## src/rtl/snf_pkg.sv

```systemverilog
`timescale 1ns / 1ps

package snf_pkg;

  localparam int unsigned DIM_W    = 16;
  localparam int unsigned CURX_W   = 17;
  localparam int unsigned AREA_W   = 2 * DIM_W;
  localparam int unsigned IN_DATA_W  = 32;
  localparam int unsigned OUT_DATA_W = 40;

  // configuration register indexes
  typedef enum logic [0:0] {
    REG_BIN_WIDTH  = 1'b0,
    REG_BIN_HEIGHT = 1'b1
  } reg_index_t;

  // placement result codes
  typedef enum logic [1:0] {
    ST_FIT    = 2'd0,
    ST_NOFIT  = 2'd1,
    ST_FULL   = 2'd2,
    ST_AREA   = 2'd3
  } status_t;

  // shelf cursor state
  typedef struct packed {
    logic [CURX_W-1:0] cursor_x;
    logic [DIM_W-1:0]  cursor_y;
    logic [DIM_W-1:0]  shelf_height;
  } shelf_state_t;

  // one placement outcome
  typedef struct packed {
    status_t           status;
    logic              rotated;
  } place_result_t;

endpackage

```

## src/rtl/shelf_next_fit_placer.sv

```systemverilog
`timescale 1ns / 1ps
// the input transaction is registered in stage one and then in the result register on the master side
// throughput: one rectangle per cycle while m_axis_tready is high; the cursor update is combinational logic
// stage one registers the rectangle and its area product, stage two places it
// and holds the result until taken
// reset (synchronous, active high) zeroes box size, cursor and shelf height

module shelf_next_fit_placer (
  input  logic        clk,
  input  logic        rst,
  // configuration write port
  input  logic        cfg_we,
  input  logic [0:0]  cfg_index,
  input  logic [15:0] cfg_data,
  // rectangle in
  input  logic        s_axis_tvalid,
  output logic        s_axis_tready,
  input  logic [snf_pkg::IN_DATA_W-1:0]  s_axis_tdata,  // rect_width[15:0],
                                                        // rect_height[31:16]
  // placement out
  output logic        m_axis_tvalid,
  input  logic        m_axis_tready,
  output logic [snf_pkg::OUT_DATA_W-1:0] m_axis_tdata   // status[1:0], rotated[2],
                                                        // cursor_x_out[19:3],
                                                        // cursor_y_out[35:20],
                                                        // zero[39:36]
);
  import snf_pkg::*;

  logic [DIM_W-1:0]  bin_width;
  logic [DIM_W-1:0]  bin_height;
  logic [AREA_W-1:0] box_area;

  logic              s1_valid;
  logic [DIM_W-1:0]  s1_width;
  logic [DIM_W-1:0]  s1_height;
  logic [AREA_W-1:0] s1_area;
  logic              s1_fire;
  logic              in_fire;

  shelf_state_t      state;
  shelf_state_t      state_next;
  place_result_t     step_res;

  logic              out_valid;
  place_result_t     out_res;
  logic [CURX_W-1:0] out_cx;
  logic [DIM_W-1:0]  out_cy;

  // configuration registers
  always_ff @(posedge clk) begin
    if (rst) begin
      bin_width  <= '0;
      bin_height <= '0;
    end else if (cfg_we) begin
      case (reg_index_t'(cfg_index))
        REG_BIN_WIDTH:  bin_width  <= cfg_data;
        REG_BIN_HEIGHT: bin_height <= cfg_data;
        default: ;
      endcase
    end
  end

  // box area is registered and follows the registers in the next cycle
  always_ff @(posedge clk) begin
    box_area <= AREA_W'(bin_width) * AREA_W'(bin_height);
  end

  // handshake
  assign s1_fire       = s1_valid && (!out_valid || m_axis_tready);
  assign s_axis_tready = !s1_valid || s1_fire;
  assign in_fire       = s_axis_tvalid && s_axis_tready;

  // stage one: capture rectangle and its area
  always_ff @(posedge clk) begin
    if (rst) begin
      s1_valid <= 1'b0;
    end else if (s_axis_tready) begin
      s1_valid <= s_axis_tvalid;
    end
  end

  always_ff @(posedge clk) begin
    if (in_fire) begin
      s1_width  <= s_axis_tdata[15:0];
      s1_height <= s_axis_tdata[31:16];
      s1_area   <= AREA_W'(s_axis_tdata[15:0]) * AREA_W'(s_axis_tdata[31:16]);
    end
  end

  // stage two: placement step
  snf_step u_step (
    .cur         (state),
    .bin_width   (bin_width),
    .bin_height  (bin_height),
    .rect_width  (s1_width),
    .rect_height (s1_height),
    .area_over   (s1_area > box_area),
    .nxt         (state_next),
    .res         (step_res)
  );

  always_ff @(posedge clk) begin
    if (rst) begin
      state <= '0;
    end else if (s1_fire) begin
      state <= state_next;
    end
  end

  // result register
  always_ff @(posedge clk) begin
    if (rst) begin
      out_valid <= 1'b0;
    end else if (s1_fire) begin
      out_valid <= 1'b1;
    end else if (m_axis_tready) begin
      out_valid <= 1'b0;
    end
  end

  always_ff @(posedge clk) begin
    if (s1_fire) begin
      out_res <= step_res;
      out_cx  <= state_next.cursor_x;
      out_cy  <= state_next.cursor_y;
    end
  end

  assign m_axis_tvalid = out_valid;
  assign m_axis_tdata  = {4'b0000, out_cy, out_cx, out_res.rotated, out_res.status};

  // rejected rectangles never mark a rotation
  a_rot_only_on_fit: assert property (@(posedge clk) disable iff (rst)
    (s1_fire && step_res.status != ST_FIT) |-> !step_res.rotated)
    else $error("rotated set on a rejected rectangle");

  // area and full rejections leave the cursor alone
  a_reject_keeps_state: assert property (@(posedge clk) disable iff (rst)
    (s1_fire && (step_res.status == ST_AREA || step_res.status == ST_FULL))
      |=> (state == $past(state)))
    else $error("cursor changed on an area or full rejection");

  // empty stage one always takes a new rectangle
  a_ready_when_empty: assert property (@(posedge clk) disable iff (rst)
    !s1_valid |-> s_axis_tready)
    else $error("input stalled with stage one empty");

  // state only moves together with a new result
  a_state_with_result: assert property (@(posedge clk) disable iff (rst)
    !s1_fire |=> (state == $past(state)))
    else $error("cursor changed without a placement");

endmodule

```

## src/rtl/snf_step.sv

```systemverilog
`timescale 1ns / 1ps

module snf_step (
  input  snf_pkg::shelf_state_t  cur,
  input  logic [15:0]            bin_width,
  input  logic [15:0]            bin_height,
  input  logic [15:0]            rect_width,
  input  logic [15:0]            rect_height,
  input  logic                   area_over,
  output snf_pkg::shelf_state_t  nxt,
  output snf_pkg::place_result_t res
);
  import snf_pkg::*;

  logic              box_full;
  logic              advance;
  logic [DIM_W:0]    base_sum;
  logic [CURX_W-1:0] cx1;
  logic [DIM_W-1:0]  cy1;
  logic [DIM_W-1:0]  sh1;
  logic              height_fail;
  logic [DIM_W-1:0]  big;
  logic [DIM_W-1:0]  small_side;
  logic              upright_ok;
  logic [CURX_W:0]   cx_sum;
  logic              rot_shape;

  // shelf advance when the width overflows the current shelf
  assign box_full = cur.cursor_y >= bin_height;
  assign advance  = ({1'b0, cur.cursor_x} + {2'b00, rect_width}) >
                    {2'b00, bin_width};
  assign base_sum = {1'b0, cur.cursor_y} + {1'b0, cur.shelf_height};

  assign cx1 = advance ? '0 : cur.cursor_x;
  assign cy1 = advance ? (base_sum[DIM_W] ? {DIM_W{1'b1}} : base_sum[DIM_W-1:0])
                       : cur.cursor_y;
  assign sh1 = advance ? '0 : cur.shelf_height;

  // height check on the (possibly new) shelf
  assign height_fail = ({1'b0, cy1} + {1'b0, rect_height}) > {1'b0, bin_height};

  // orientation choice
  assign big        = (rect_width > rect_height) ? rect_width : rect_height;
  assign small_side = (rect_width > rect_height) ? rect_height : rect_width;
  assign rot_shape  = rect_height < rect_width;
  assign upright_ok = (({1'b0, cy1} + {1'b0, big}) <= {1'b0, bin_height}) &&
                      (({1'b0, cx1} + {2'b00, big}) <= {2'b00, bin_width});

  always_comb begin
    nxt         = cur;
    res.status  = ST_FIT;
    res.rotated = 1'b0;
    cx_sum      = '0;
    if (area_over) begin
      res.status = ST_AREA;
    end else if (box_full) begin
      res.status = ST_FULL;
    end else begin
      nxt.cursor_x     = cx1;
      nxt.cursor_y     = cy1;
      nxt.shelf_height = sh1;
      if (height_fail) begin
        res.status = ST_NOFIT;
      end else if (sh1 != '0) begin
        if (upright_ok) begin
          // stand the rectangle up
          if (big > sh1) begin
            nxt.shelf_height = big;
          end
          cx_sum      = {1'b0, cx1} + {2'b00, small_side};
          res.rotated = rot_shape;
        end else begin
          // keep the given orientation
          if (rect_height > sh1) begin
            nxt.shelf_height = rect_height;
          end
          cx_sum = {1'b0, cx1} + {2'b00, rect_width};
        end
        nxt.cursor_x = cx_sum[CURX_W-1:0];
      end else begin
        // first on the shelf lies flat
        nxt.shelf_height = small_side;
        cx_sum           = {1'b0, cx1} + {2'b00, big};
        nxt.cursor_x     = cx_sum[CURX_W-1:0];
        res.rotated      = rot_shape;
      end
    end
  end

endmodule
```

## config.mk

```make
export PLATFORM = sky130hd
export DESIGN_NAME = shelf_next_fit_placer
export DESIGN_NICKNAME = d
export VERILOG_FILES = /design/src/rtl/snf_pkg.sv /design/src/rtl/shelf_next_fit_placer.sv /design/src/rtl/snf_step.sv
export SDC_FILE = /design/constraint.sdc
export NUM_CORES = 2
export LEC_CHECK = 0
export BUFFER_PORTS_ARGS = -buffer_cell sky130_fd_sc_hd__buf_2
export CAP_MARGIN = 40
export CORE_MARGIN = 4
export CORE_UTILIZATION = 40
export DETAILED_ROUTE_END_ITERATION = 7
export GPL_TIMING_DRIVEN = 0
export PLACE_DENSITY = 0.63
export REMOVE_ABC_BUFFERS = 1
export SLEW_MARGIN = 20
export SYNTH_ARGS = -nofsm -noshare
export SYNTH_HDL_FRONTEND = slang
export SYNTH_SLANG_ARGS = --single-unit
export TNS_END_PERCENT = 30
```

## constraint.sdc

```tcl
create_clock -name clk -period 22.5 [get_ports clk]
set_input_delay 5.625 -clock clk [delete_from_list [all_inputs] [get_ports clk]]
set_output_delay 5.625 -clock clk [all_outputs]
set_load 0.02 [all_outputs]
```

* Word level (Yosys, flattened, before mapping)
Index checks and enable logic that the tools add are counted. Widths: inputs -> output; s select.
Storage, ports and cells: register bits 215, output and inout bits 42, memory bits (read-only) 0, bits in writable memories 0, latch bits 0, bits of input ports 54, memories kept 0, logic and storage cells 74
Operators by class: bitwise gates (word level) 3, shifts and indexed selects 0, multipliers 2, mux-type cells 22, add/subtract/negate cells 7, magnitude comparators 10, div/mod/pow operators 0, equal/unequal tests 0, reduce and logical (&&, ||, !) cells 14
Operators by type and width (count):
- $mux 16 | 10
- $mux 49 | 2
- $mux 17 | 4
- $mul 16x16->32 | 2
- $add 16x16->17 | 3
- $gt 16x16->1 | 3
- $add 17x16->18 | 2
- $add 17x16->17 | 2
- $gt 32x32->1 | 1
- $gt 18x16->1 | 1
- $le 18x16->1 | 1
- $gt 17x16->1 | 1
- $le 17x16->1 | 1
- $ge 16x16->1 | 1
- $lt 16x16->1 | 1
- $reduce_bool 16->1 | 1
- $mux 1 | 6
- $reduce_and 2->1 | 2
- $logic_and 1x1->1 | 3
- $not 1->1 | 3
- $reduce_and 3->1 | 1
- $reduce_or 3->1 | 1
- $logic_not 1->1 | 2
- $logic_or 1x1->1 | 2
- other kinds (2) | 2

* Logic depth before layout (Yosys ltp)
depth after elaboration 11, mapped depth 67, gate-level depth less buffers 61

* By module
From an unflattened synthesis, not the netlist that was laid out.
Second synthesis, totals: cell total of the unflattened synthesis 3980, area, all modules 34051.4 um^2
Modules (own cells, without submodules):
- shelf_next_fit_placer | sequential area each 5305.1 um^2, cells each 2609, area each 24527.3 um^2, times used 1
- snf_step | sequential area each 0.0 um^2, cells each 1371, area each 9524.1 um^2, times used 1

* Worst setup path before layout
Ideal clock, no wire load.
kind flip-flop to flip-flop, start point reg s1_width[4], end point reg out_cx[13], data pin, stages on the path, launching flop included 62, arrival time 12.517 ns, setup time 0.254 ns, period minus slack after synthesis 12.770 ns, setup slack 9.730 ns, path buffers 6, data required time 22.246 ns, path through edfxtp_1 -> ha_1 -> a21oi_2 -> a31oi_1 -> a2111o_1 -> and3_1 -> o21a_1 -> nor2_1 -> o21bai_1 -> a21oi_1 -> xnor2_1 -> ha_1 -> nand4_1 -> or4_1 -> a31oi_1 -> o21ai_1 -> a211oi_1 -> or2_2 -> [26 not listed] -> nand4b_1 -> a211oi_1 -> nand3_2 -> or2_2 -> clkbuf_1 -> clkbuf_1 -> o21ai_0 -> ha_1 -> a21o_1 -> a21o_1 -> maj3_2 -> maj3_2 -> o211ai_2 -> a21oi_2 -> a31oi_1 -> xnor2_1 -> a211oi_1 -> a21o_1
RTL lines:
- start: declaration | RTL line shelf_next_fit_placer.sv:35 | logic [DIM_W-1:0] s1_width;
- start signal: assignment | RTL line shelf_next_fit_placer.sv:85 | s1_width <= s_axis_tdata[15:0];
- end signal: assignment | RTL line shelf_next_fit_placer.sv:125 | out_cx <= state_next.cursor_x;
- end: declaration | RTL line shelf_next_fit_placer.sv:47 | logic [CURX_W-1:0] out_cx;

==> impl_results.md <==
- Min-Delay Startpoint: bin_height[5]
- Peak VDD IR: 0.1156 mV
- Crit path from: s1_width[1]
- EDFF count, synth: 100
- Fin nets: ~4700
- CP peak stage delay: 0.71 ns
- Mapped Area: 32690 um^2
- Placement row count: roughly 100
- Hold Crit Class: reg -> reg
- Seq/Total Area, Yosys: between 10% and 20%
- Post-CTS sizing: 0
- GRT Residual Overflow: 0
- Total power: 4.011 mW
- Worst Skew: ~0.028 ns
- DRC viols: 0
- Ys async rst share: 0%
- Pre-antenna DRT Iters: 8
- Final setup fails: 0
- CTS tree: done
- Most frequent cells in the layout: 610 x inv_1, 552 x nand2_1, 459 x ha_1
- Sink Count: 215
- Setup CP Type: reg -> reg
- Via count: 26450
- Filler cells: 8009
- Worst setup SP type: register
- Crit share post-route: 66.37%
- Adder-Cell Fraction of Synth Area: a little over two fifths
- Largest net degree at the start of global routing: 59
- Tightest Pin Transition: around 0.9 ns
- Worst rel slew slack: 39.85%
- Syn. warnings: 0
- #FFs+latches synth: 215
- Register area: roughly 5300 um^2
- Status: completed
- Num ports: 96
- Final core occ: between 40% and 50%
- Fmax: 0.06697 GHz
- Worst path slowest cell: a2111oi_0
- R2r startpoint: s1_width[1]
- Power Density: 113.6 nW/um^2
- Fin. Hold Viols: 0
- Vias in the first global route: approximately 27000
- Mean routed wirelength per cell: 19.27 um
- Layout cells sized above 1: under 10%
- DIE WIDTH: 293.9 um
- Cell variety after synth: 86
- P&R area growth vs syn: 7.989%
- Post-placement cell count: just under 5000
- First-pass GRT wire length: 150000 um
- Commonest non-fill, non-tap cell in the layout: inv_1
- Global-route usage over all layers: between 20% and 30%
- ANT cells: 0
- Quantity of I/O buffers inserted on ports: 91
- Post-DR vias/cell: 5.406
- Area of the multi-input gates: 24570 um^2
- CTS Root Buffer Type: clkbuf_16
- Compound-cell area share of the yosys netlist: about an eighth
- Die height: 293.9 um
- Number of H-tree levels: 1
- Worst-path clk slew: about 0.06 ns
- Initial drt markers: approximately 1900
- MaxCap Viol Count: 0
- Antenna violations before repair: 0
- Post-CTS Hold Buffers: 0
- Post-Route WL: 94310 um
- Initial Util: 40.45%
- Post-synthesis mux area share: 0.9608%
- Critical path data arrival time: 15.26 ns
- LEAKAGE: 16.51 nW
- Sum Neg Setup Slack: 0 ns
- Worst-Skew Late Latency: 0.59 ns
- GP Congestion: 0.9209
- Maximum clock insertion buffer count: 3
- CP Capture Type: register
- Cell repeated most along the worst path: o21ai_0
- Worst-path fanout max: 58
- Post-CTS Setup Bufs: 0
- Post-synth top flop: dfxtp_1
- Xor and xnor area share after synthesis: 3.350%
- Antenna Nets Post-Route: 0
- Final slew viol count: 0
- Synth Area in Simple Gates: 15.53%
- CP required: 22.83 ns
- Core area: 80810 um^2
- RSZ-0062 raised after global routing: no
- Cell Count, Final, Fillers Out: 4893
- Synthesized instance count: 3793
- Die area: 86350 um^2
- Largest family of logic cells by synthesized area: adder cells
- Inserted Clock Buffers: 26
- Final Critical Period: 14.93 ns
- Mean Syn Cell Area: 8.617 um^2
- Dpl hpwl: 74530 um
## synth_stat cells (all sizes together), types with 17 or more instances
library cell    n  area (um^2)
and3           20        125.1
edfxtp        100         3003
nor2          206        773.2
o21bai         28        210.2
a21oi         218         1099
o21a           33        247.7
nor2b          34        212.7
o22ai          33        212.7
ha            459         5743
a31oi          24        150.1
a32oi          17        148.9
nand2         552         2072
and2          132        828.3
o21ai         139        699.4
nor3           22        115.1
a21o           76        570.6
dfxtp         115         2302
clkbuf        128        480.5
xnor2         107        937.2
nand2b         31        193.9
fa            394         7888
a211oi         17        132.6
xor2           18        157.7
nand3          45        230.2
nand4          36        225.2
inv           615         2308
## worst max-delay path, delay by kind of cell (launching register included)
kind | cells | cell delay [ns]
compound gates | 29 | 7.20
xor+xnor | 3 | 0.50
fa+ha+maj | 7 | 2.38
buf+inv | 3 | 0.64
flops | 1 | 0.57
simple gates | 13 | 3.32
## state kept, by name, indices dropped and copies added (netlist names)
register,count
box_area,32
m_axis_tvalid,1
out_cx,17
state,49
s1_valid,1
s1_area,32
s1_width,16
bin_width,16
bin_height,16
m_axis_tdata,3
s1_height,16
out_cy,16
## logic make-up (layout without fill, tap and decap cells)
| family | after synthesis | after routing |
|---|---|---|
| compound gates | 685 | 685 |
| flops | 215 | 215 |
| fa+ha+maj | 858 | 858 |
| simple gates | 1121 | 1121 |
| other cells | 1 | 4 |
| mux | 29 | 29 |
| xor+xnor | 125 | 125 |
| buf+inv | 759 | 796 |
## power by group
part / total, mW / switching, mW / internal (mW) / leakage, nW
Sequential: 0.630 / 0.0615 / 0.568 / 1.91
Clock: 0.447 / 0.186 / 0.261 / 0.441
Combinational: 2.93 / 1.73 / 1.20 / 14.2
## worst paths after layout
kind | endpoint | slack (ns) | depth (start not counted)
max | out_cx[13] | 7.57 | 55
min | bin_height[5] | 0.48 | 2
min reg2reg | bin_height[5] | 0.48 | 2
max reg2reg | out_cx[13] | 7.57 | 55
## area by class of cell
type                    count  share of cell area, %
clock buffers              34                  2.134
clock inverters            14                 0.4466
inverters                 619                  6.583
multi-input cells        2822                  69.61
flip-flops and latches    215                  15.03
well taps                1060                  3.758
repair buffers            129                  2.442
## per-stage QoR
step	area [um^2]	hold slack [ns]	setup slack (ns)
final	35300	0.4800	7.568
after global routing	35300	0.5112	6.680
after CTS	35240	0.5022	7.677
after detailed placement	34330	0.4934	7.713
after global placement	33930	0.4871	7.039
after floorplan	32150	0.4519	10.42
## per-layer routing
layer  share of wire [%]  track usage (%)
met5                   0                0
met4                 2.7            5.060
met3                 7.7            3.109
met2                  43            33.84
met1                  47            32.49
Note: power is estimated with default switching activity, not from simulation.
